## config.mk

```make
export PLATFORM = sky130hd
export DESIGN_NAME = dwpv_merge
export DESIGN_NICKNAME = d
export VERILOG_FILES = /design/src/rtl/core/dwpv_pkg.sv /design/src/rtl/core/dwpv_merge.sv
export SDC_FILE = /design/constraint.sdc
export NUM_CORES = 1
export LEC_CHECK = 0
export BUFFER_PORTS_ARGS = -buffer_cell sky130_fd_sc_hd__buf_2
export CAP_MARGIN = 30
export CORE_MARGIN = 2
export CORE_UTILIZATION = 33
export CTS_CLUSTER_DIAMETER = 50
export DETAILED_ROUTE_END_ITERATION = 7
export GPL_ROUTABILITY_DRIVEN = 0
export GPL_TIMING_DRIVEN = 0
export PLACE_DENSITY_LB_ADDON = 0.25
export SLEW_MARGIN = 5
export SYNTH_ARGS = -nofsm -noshare
export SYNTH_HDL_FRONTEND = slang
export SYNTH_SLANG_ARGS = --single-unit
```

## constraint.sdc

```tcl
create_clock -name clk -period 2.28 [get_ports clk]
set_clock_uncertainty 0.15 [all_clocks]
set_input_delay 0 -clock clk [delete_from_list [all_inputs] [get_ports clk]]
set_output_delay 0 -clock clk [all_outputs]
set_load 0.02 [all_outputs]
```

## src/rtl/core/dwpv_pkg.sv

```systemverilog
// shared types and constants for the dual wheel pi velocity control unit
`default_nettype none

package dwpv_pkg;

  localparam int SUM_WIDTH = 32;
  localparam int PP_W      = 34;
  localparam int PI_W      = SUM_WIDTH + 17;
  localparam int ACC_W     = ((PI_W > PP_W) ? PI_W : PP_W) + 1;

  localparam int IN_DATA_W  = 64;
  localparam int OUT_FLD_W  = 98;
  localparam int OUT_DATA_W = ((OUT_FLD_W + 7) / 8) * 8;

  localparam logic [1:0] REG_SPEED_SCALE  = 2'd0;
  localparam logic [1:0] REG_PROP_GAIN    = 2'd1;
  localparam logic [1:0] REG_INT_GAIN     = 2'd2;
  localparam logic [1:0] REG_EFFORT_LIMIT = 2'd3;

  typedef struct packed {
    logic [15:0] speed_scale;
    logic [15:0] prop_gain;
    logic [15:0] int_gain;
    logic [14:0] effort_limit;
  } cfg_t;

  typedef struct packed {
    logic signed [15:0] effort;
    logic signed [16:0] err;
    logic signed [15:0] speed;
  } lane_res_t;

  typedef struct packed {
    logic idle;
    logic done;
  } lane_stat_t;

endpackage

`default_nettype wire

```

## src/rtl/core/dwpv_merge.sv

```systemverilog
// merge stage: joins both lane results into the output item register
`default_nettype none

module dwpv_merge
  import dwpv_pkg::*;
(
  input  wire logic                  clk,
  input  wire logic                  rst,
  input  wire lane_res_t             res_left,
  input  wire lane_res_t             res_right,
  input  wire lane_stat_t            stat_left,
  input  wire lane_stat_t            stat_right,
  output logic                       take,
  output logic                       m_tvalid,
  input  wire logic                  m_tready,
  output logic [OUT_DATA_W-1:0]      m_tdata
);

  logic [OUT_FLD_W-1:0] packed_res;

  assign packed_res = {res_right.speed, res_left.speed, res_right.err, res_left.err,
                       res_right.effort, res_left.effort};
  assign take = stat_left.done & stat_right.done & (~m_tvalid | m_tready);

  always_ff @(posedge clk) begin
    if (rst) begin
      m_tvalid <= 1'b0;
    end else if (take) begin
      m_tvalid <= 1'b1;
    end else if (m_tready) begin
      m_tvalid <= 1'b0;
    end
  end

  always_ff @(posedge clk) begin
    if (take) begin
      m_tdata <= OUT_DATA_W'(packed_res);
    end
  end

endmodule

`default_nettype wire
```

==> results of run 1 <==
## Yosys cell counts
library cell	number	area [um2]
buf_4	6	45.04
conb_1	1	3.750
a21oi_2	1	8.760
nor2b_4	1	13.76
nand2b_4	1	13.76
dfxtp_1	1	20.02
edfxtp_1	98	2943
nand2_2	1	6.260
## metrics by stage
stage,instance area (um2),TNS (ns),util,instances,worst slack (ns)
2_1_floorplan,3077,-29.57,-,115,-0.3017
3_3_place_gp,4227,-69.82,0.4640,428,-0.7129
3_5_place_dp,4287,0,0.4706,431,0.5034
## cell families after synthesis
family,count (synthesis),synth area share
buffers and inverters,6,0.01475
AO/OA/AOI/OAI,1,0.002868
AND/OR/NAND/NOR,3,0.01106
flip-flops,99,0.9701
other,1,0.001228
==> results.cfg, run 1 <==
[status]
status = stopped before the end
haltStage = 4_1_cts
stop_error = [ERROR RSZ-0060] Max buffer count reached.

[clocking]
post_cts_buffers = 0
postCtsHoldBufs = 102
ctsResizeCount = 0
cts-root-buf = clkbuf_8
htree_levels = 3
clock_sinks = 99
cts-buffers-inserted = 9
cts_buffer_depth = 2

[yosys]
synth_seq_cells = 99
synthDistinctLibCells = 8
synth_area_um2 = 3054
syn-instance-count = 110
syn_avg_cell_area_um2 = 27.77
synth-seq-area-share = 0.9701
yosys_warnings = 0

[floorplanning]
ioPinCount = 211
std_cell_rows = 35
start_util = 0.3353
die_height_um = 100.2
die_w_um = 100.2

[placed_design]
port_buffers = 202
==> run 2, diff against run 1 <==
--- a/config.mk
+++ b/config.mk
@@ -8,12 +8,11 @@
 export BUFFER_PORTS_ARGS = -buffer_cell sky130_fd_sc_hd__buf_2
 export CAP_MARGIN = 30
 export CORE_MARGIN = 2
-export CORE_UTILIZATION = 33
-export CTS_CLUSTER_DIAMETER = 50
+export CORE_UTILIZATION = 20
 export DETAILED_ROUTE_END_ITERATION = 7
 export GPL_ROUTABILITY_DRIVEN = 0
 export GPL_TIMING_DRIVEN = 0
-export PLACE_DENSITY_LB_ADDON = 0.25
+export PLACE_DENSITY_LB_ADDON = 0.15
 export SLEW_MARGIN = 5
 export SYNTH_ARGS = -nofsm -noshare
 export SYNTH_HDL_FRONTEND = slang
==> constraint.sdc (replaced) <==
create_clock -name clk -period 3 [get_ports clk]
set_clock_uncertainty 0.15 [all_clocks]
set_input_delay 0 -clock clk [delete_from_list [all_inputs] [get_ports clk]]
set_output_delay 0 -clock clk [all_outputs]
set_load 0.02 [all_outputs]
==> results.cfg, run 2 <==
[status]
status = finished clean

[clocking]
cts-root-buf = clkbuf_16
htree_levels = 3
clock_sinks = 99
clock_latency_ns = 0.34
cts-buffers-inserted = 9
cts_tree = yes
cts_buffer_depth = 2
postCtsHoldBufs = 102
post_cts_buffers = 0
clk_pin_slew_ns = 0.07
ctsResizeCount = 0

[sta]
timing.final.crit_share = 0.7427
rsz0062_at_grt = false
fmax_mhz = 448.8
final.setup.tns_ns = 0
slew_violations = 0
hold_viol_final = 0
fin_ws_ns = 0.7720
setup_viol = 0
final.min_clock_period_ns = 2.228

[yosys]
async_flop_share = 0
synthDistinctLibCells = 8
synth.top_cell.area_share = 0.9635
synth-seq-area-share = 0.9701
yosys-top-cells-count = edfxtp_1 (98), buf_4 (6)
synth_area_um2 = 3054
synth_area_leaders = edfxtp_1 (96%), buf_4 (1.5%), dfxtp_1 (0.66%)
syn-instance-count = 110
synth_edf_count = 98
synth_seq_cells = 99
ys.flop_type = edfxtp_1
syn_avg_cell_area_um2 = 27.77
yosys_warnings = 0
yosysMostFrequentCell = edfxtp_1
yosysTopAreaCell = edfxtp_1

[final_layout]
multi_input_area_um2 = 65.06
top_register = m_tdata
final_cell_mix = buf_2 (202), dlygate4sd3_1 (102), edfxtp_1 (98)
drive_gt1_frac = 0.5274
antennaDiodeCount = 0
fillCellCount = 1400
fin_cells = 626
final_nets = 538
finalInstanceArea_um2 = 5753
reg_top3 = m_tdata x98, m_tvalid x1
register_area_um2 = 2963
area_growth_pct = 88.37
largest_reg_flops = 98
layout_commonest_cell = buf_2

[min_path]
worstHoldPathType = input pin to flop
whs_path_depth = 3
min_to = m_tdata[16]$_DFFE_PP_
min_from = m_tready

[power]
cellPowerDensity_nw_per_um2 = 578.2
p_leak_nw = 2.422
power.total_mw = 3.326
max-vdd-ir-drop_v = 0.0002446

[placed_design]
dpl.hpwl_um = 5748
numPlacedInstances = 508
port_buffers = 202
pre_cts_ws_ns = 1.232
post_dp_cell_area_um2 = 4379

[floorplanning]
ioPinCount = 211
die_w_um = 127.6
coreArea_um2 = 15030
start_util = 0.2032
die_height_um = 127.6
std_cell_rows = 45
die-area_um2 = 16280

[setup_path]
r2r_start = m_tvalid$_SDFFE_PP0P_
rrSetupSlack_ns = 1.26
startpoint = stat_right[0]
critical_path_arrival_ns = 2.12
start_kind = input pin
reg2reg_depth = 4
r2r-end = m_tdata[61]$_DFFE_PP_
critPathKind = input pin to flop
cp.required_ns = 2.90
critPathMaxFanout = 31
end_kind = flop

[job]
maxCapViolations = 0

[grt]
grt_pass1_vias = 2569
antenna_found_initial = 0
grt_max_degree = 32
grt_pass1_wl_um = 12830
gr-total-overflow = 0
grtUsageTotal = 0.1053

[drt]
drc = 0
routedWlPerCell_um = 13.42
vias = 2258
vias_per_cell = 3.607
drt_first_pass_iters = 4
final_antenna_net_count = 0
first_iter_violations = 39
totalWireLength_um = 8399
run 2: how the worst max path moves through the flow:
stage,end,depth (start not counted)
2_1_floorplan,m_tdata[0]$_DFFE_PP_,2
3_3_place_gp,m_tdata[70]$_DFFE_PP_,2
3_5_place_dp,m_tdata[70]$_DFFE_PP_,4
4_1_cts,m_tdata[70]$_DFFE_PP_,7
5_1_grt,m_tdata[27]$_DFFE_PP_,7
6_report,m_tdata[61]$_DFFE_PP_,7
run 2: final cells by class:
class | instances | share of cell area
clock inverter | 7 | 0.02218
tap | 188 | 0.04089
multi-input combinational | 10 | 0.01131
clock buffer | 9 | 0.03915
buffer | 6 | 0.007829
sequential | 99 | 0.5150
timing repair buffer | 307 | 0.3636
run 2: stage by stage:
stage | util | hold slack (ns)
6_report | 0.3827 | 0.09241
5_1_grt | 0.3827 | 0.09481
4_1_cts | 0.3827 | 0.07844
3_5_place_dp | 0.2913 | 0.02670
3_3_place_gp | 0.2873 | 0.01469
2_1_floorplan | - | -0.08756
run 2: cell families (layout without fill, tap and decap cells):
| logic type | after synthesis | count (layout) | synth area share |
|---|---|---|---|
| compound gates | 1 | 1 | 0.002868 |
| flops | 99 | 99 | 0.9701 |
| other cells | 1 | 6 | 0.001228 |
| simple gates | 3 | 3 | 0.01106 |
| buf+inv | 6 | 329 | 0.01475 |
run 2: power breakdown:
group	switching (mW)	internal, mW
registers	0.0128	1.59
logic	0.171	0.184
clock network	0.537	0.830
run 2: critical path, cell delays in order:
cell           delay (ns)
dlygate4sd3_1        0.52
buf_2                0.10
nand2_2              0.05
dlygate4sd3_1        0.59
nor2b_4              0.35
buf_12               0.26
buf_12               0.23
run 2: layer usage:
metal / vias to the layer above / GRT usage / share of wire
li1: 1070 / - / -
met1: 1054 / 0.1085 / 0.36
met2: 123 / 0.1736 / 0.51
met3: 11 / 0.06365 / 0.11
met4: 0 / 0.04331 / 0.018
met5: - / 0 / 0
No activity file was read; power rests on OpenSTA's default activity.
==> run 3, diff against run 2 <==
--- a/config.mk
+++ b/config.mk
@@ -5,6 +5,7 @@
 export SDC_FILE = /design/constraint.sdc
 export NUM_CORES = 1
 export LEC_CHECK = 0
+export ABC_AREA = 1
 export BUFFER_PORTS_ARGS = -buffer_cell sky130_fd_sc_hd__buf_2
 export CAP_MARGIN = 30
 export CORE_MARGIN = 2
==> constraint.sdc (replaced) <==
create_clock -name clk -period 1.9 [get_ports clk]
set_clock_uncertainty 0.15 [all_clocks]
set_input_delay 0 -clock clk [delete_from_list [all_inputs] [get_ports clk]]
set_output_delay 0 -clock clk [all_outputs]
set_load 0.02 [all_outputs]
==> results.cfg, run 3 <==
[floorplanning]
coreArea_um2 = 15030
start_util = 0.2022
ioPinCount = 211
die-area_um2 = 16200
die_height_um = 127.3
die_w_um = 127.3
std_cell_rows = 45

[setup_path]
r2r_start = m_tvalid$_SDFFE_PP0P_
rrSetupSlack_ns = 0.42
r2r-end = m_tdata[10]$_DFFE_PP_
critPathKind = flop to output port
critPathMaxFanout = 19
cp.required_ns = 1.75
startpoint = m_tvalid$_SDFFE_PP0P_
reg2reg_depth = 3
critical_path_arrival_ns = 1.37
start_kind = flop
end_kind = output port

[drt]
vias_per_cell = 3.565
final_antenna_net_count = 0
drc = 0
wl_met2_um = 3864
routedWlPerCell_um = 12.31
met1_length_um = 2869
drt_first_pass_iters = 4
route.met3.wl_um = 820
vias = 2235
first_iter_violations = 45
totalWireLength_um = 7720
routed.top_layer = met4

[clocking]
ctsResizeCount = 0
clk_pin_slew_ns = 0.07
cts_tree = yes
clock_sinks = 99
cts-root-buf = clkbuf_16
htree_levels = 3
clock_latency_ns = 0.34
cts-buffers-inserted = 9
cts_buffer_depth = 2

[yosys]
ys.flop_type = edfxtp_1
synth-seq-area-share = 0.9749
synthDistinctLibCells = 9
yosysMostFrequentCell = edfxtp_1
syn-instance-count = 111
yosys_warnings = 0
async_flop_share = 0
synth_edf_count = 98
synth.top_cell.area_share = 0.9683
synth_area_um2 = 3039
yosysTopAreaCell = edfxtp_1
syn_avg_cell_area_um2 = 27.38
synth_seq_cells = 99
synth_area_leaders = edfxtp_1 (97%), buf_4 (1.5%), dfxtp_1 (0.66%)
yosys-top-cells-count = edfxtp_1 (98), buf_4 (6)

[final_layout]
reg_top3 = m_tdata x98, m_tvalid x1
area_growth_pct = 88.80
layout_commonest_cell = buf_2
final_nets = 539
final_cell_mix = buf_2 (202), dlygate4sd3_1 (100), edfxtp_1 (98)
largest_reg_flops = 98
drive_gt1_frac = 0.5308
top_register = m_tdata
antennaDiodeCount = 0
fin_util = 0.3817
fin_cells = 627
fillCellCount = 1412

[min_path]
min_from = m_tready
min_to = m_tdata[70]$_DFFE_PP_
worstHoldPathType = input pin to flop
whs_path_depth = 4

[sta]
final.min_clock_period_ns = 1.520
final.setup.tns_ns = 0
fin_ws_ns = 0.3800
setup_viol = 0
timing.final.crit_share = 0.8000
slew_violations = 0
hold_viol_final = 0
rsz0062_at_grt = false
fmax_mhz = 657.9

[grt]
grt_pass1_vias = 2449
gr-total-overflow = 0
grt_max_degree = 25
grt_pass1_wl_um = 11740
antenna_found_initial = 0
grtUsageTotal = 0.09637

[placed_design]
dpl.hpwl_um = 5300
pre_cts_ws_ns = 0.05758
numPlacedInstances = 510
port_buffers = 202

[power]
max-vdd-ir-drop_v = 0.0004359
cellPowerDensity_nw_per_um2 = 861.3
power.total_mw = 4.942
p_leak_nw = 2.400

[status]
status = finished clean

[job]
maxCapViolations = 0
run 3: power by group:
part / internal (mW) / total (mW) / switching (mW)
clock: 1.03 / 1.84 / 0.811
sequential: 2.51 / 2.53 / 0.0205
combinational: 0.300 / 0.567 / 0.267
run 3: cell families after synthesis:
group / count (synthesis) / synth area share
DFF: 99 / 0.9749
buffers and inverters: 7 / 0.01605
AOI/OAI and AO/OA: 2 / 0.004528
and+or+nand+nor: 2 / 0.003294
other: 1 / 0.001234
run 3: worst max-delay path by stage:
stage	endpoint	slack, ns
detailed placement	m_tdata[5]$_DFFE_PP_	0.06
CTS	take	0.35
global placement	take	-1.44
global route	take	0.31
finish	take	0.38
floorplan	m_tdata[0]$_DFFE_PP_	-0.81
run 3: final cells by class:
type,instances,area [um2],share of cell area
Tap cell,188,235.2,0.04099
Inverter,1,3.754,0.0006542
Buffer,6,45.04,0.007850
Sequential cell,99,2967,0.5170
Clock buffer,10,229.0,0.03990
Clock inverter,6,71.32,0.01243
Timing Repair Buffer,307,2130,0.3711
Multi-Input combinational cell,10,57.56,0.01003
run 3: per-layer routing:
| layer | up-vias | global-route usage |
|---|---|---|
| li1 | 1077 | - |
| met5 | - | 0 |
| met2 | 120 | 0.1545 |
| met1 | 1026 | 0.1033 |
| met4 | 0 | 0.04913 |
| met3 | 12 | 0.05193 |
run 3: stage by stage:
step,hold WS (ns),cell area (um2)
floorplan,-0.09673,3073
global placement,0.003776,4319
detailed placement,0.004533,4429
CTS,0.1037,5738
global route,0.1208,5738
finish,0.1217,5738
run 3: critical path, stage by stage, from the launching register on:
cell	delay (ns)
dfxtp_4	0.36
a21oi_4	0.27
buf_16	0.21
buf_2	0.18
run 3: what timing repair did:
action                                 4_1_cts  5_1_grt
setup endpoints to repair                    1        0
hold buffers                               100        0
setup buffers                                1        0
endpoints found under the hold margin       99        0
==> run 4, diff against run 3 <==
==> constraint.sdc (replaced) <==
create_clock -name clk -period 1.3 [get_ports clk]
set_clock_uncertainty 0.15 [all_clocks]
set_input_delay 0 -clock clk [delete_from_list [all_inputs] [get_ports clk]]
set_output_delay 0 -clock clk [all_outputs]
set_load 0.02 [all_outputs]
==> results.cfg, run 4 (same netlist as run 3, synthesis figures left out) <==
[setup_path]
cp.required_ns = 1.21
critPathMaxFanout = 12
start_kind = flop
r2r_start = m_tvalid$_SDFFE_PP0P_
reg2reg_depth = 4
end_kind = flop
rrSetupSlack_ns = -0.04
critical_path_arrival_ns = 1.25
r2r-end = m_tdata[46]$_DFFE_PP_
critPathKind = flop to flop

[grt]
antenna_found_initial = 0
gr-total-overflow = 0
grt_pass1_wl_um = 12100
grt_pass1_vias = 2486
grt_max_degree = 25
grtUsageTotal = 0.09969

[sta]
fin_ws_ns = -0.04252
holdWs_ns = 0.1806
slew_violations = 0
setup_viol = 52
timing.final.crit_share = 1.033
hold_viol_final = 0
final.setup.tns_ns = -1.267
rsz0062_at_grt = true
fmax_mhz = 744.9
final.min_clock_period_ns = 1.343

[drt]
drc = 0
vias = 2301
first_iter_violations = 54
final_antenna_net_count = 0
totalWireLength_um = 8119
routedWlPerCell_um = 12.67
vias_per_cell = 3.590
drt_first_pass_iters = 4

[clocking]
clk_pin_slew_ns = 0.07
clock_sinks = 99
cts_buffer_depth = 2
htree_levels = 3
cts_tree = yes
cts-root-buf = clkbuf_16
clock_latency_ns = 0.34
cts-buffers-inserted = 9

[final_layout]
layout_commonest_cell = buf_2
finalInstanceArea_um2 = 5916
reg_top3 = m_tdata x98, m_tvalid x1
final_nets = 553
fin_util = 0.3935
fin_cells = 641
final_cell_mix = buf_2 (201), dlygate4sd3_1 (101), edfxtp_1 (98)
multi_input_area_um2 = 57.56
top_register = m_tdata
largest_reg_flops = 98
fillCellCount = 1399
area_growth_pct = 94.65
register_area_um2 = 2967
antennaDiodeCount = 0
drive_gt1_frac = 0.5430

[status]
violations = setup timing
status = finished with violations

[power]
max-vdd-ir-drop_v = 0.0006366
cellPowerDensity_nw_per_um2 = 1231
power.total_mw = 7.281
p_leak_nw = 2.488

[placed_design]
port_buffers = 202
dpl.hpwl_um = 5300
pre_cts_ws_ns = -0.5424
post_dp_cell_area_um2 = 4429
numPlacedInstances = 510

[job]
maxCapViolations = 0

[min_path]
min_to = m_tdata[62]$_DFFE_PP_
worstHoldPathType = input pin to flop
min_from = m_tready
whs_path_depth = 5

[floorplanning]
start_util = 0.2022
std_cell_rows = 45
coreArea_um2 = 15030
die_w_um = 127.3
ioPinCount = 211
die-area_um2 = 16200
die_height_um = 127.3
## run 4: worst max path at each step
| stage | from | endpoint | depth (start not counted) | slack (ns) |
|---|---|---|---|---|
| after floorplan | m_tvalid$_SDFFE_PP0P_ | m_tdata[0]$_DFFE_PP_ | 1 | -1.41 |
| after global placement | m_tvalid$_SDFFE_PP0P_ | take | 2 | -2.04 |
| after detailed placement | m_tvalid$_SDFFE_PP0P_ | m_tdata[5]$_DFFE_PP_ | 3 | -0.54 |
| after CTS | m_tvalid$_SDFFE_PP0P_ | m_tdata[5]$_DFFE_PP_ | 4 | -0.08 |
| after global routing | m_tvalid$_SDFFE_PP0P_ | m_tdata[88]$_DFFE_PP_ | 4 | -0.08 |
| final | m_tvalid$_SDFFE_PP0P_ | m_tdata[46]$_DFFE_PP_ | 4 | -0.04 |
## run 4: layer usage
metal	part of all wire	routed length, um	track usage
met5	0	0	0
met4	0.021	171	0.04913
met3	0.099	807	0.05151
met1	0.37	3043	0.1074
met2	0.50	4096	0.1617
## run 4: worst max-delay path, stage by stage (launching register included)
cell and delay [ns]:
dfxtp_4 0.35, a21oi_4 0.14, buf_6 0.14, buf_16 0.13, buf_16 0.14
## run 4: report_power, final
| part | switching [mW] | internal (mW) | leakage (nW) |
|---|---|---|---|
| clock network | 1.18 | 1.51 | 0.140 |
| registers | 0.0296 | 3.67 | 0.926 |
| logic | 0.408 | 0.488 | 1.42 |
| total | 1.61 | 5.67 | 2.49 |
## run 4: repair_timing
item | CTS | global route
hold buffers | 101 | 0
setup endpoints to repair | 99 | 96
hold endpoints to repair | 99 | 0
gates resized for setup | 12 | 2
pin swaps | 1 | 1
buffers inserted | 12 | 0
gates cloned | 0 | 3
## run 4: area by class of cell
type	count	area share
well taps	188	0.03976
repair buffers	321	0.3900
inverters	1	0.0006345
plain buffers	6	0.007614
clock inverters	6	0.01206
flip-flops and latches	99	0.5015
clock buffers	10	0.03871
multi-input cells	10	0.009729
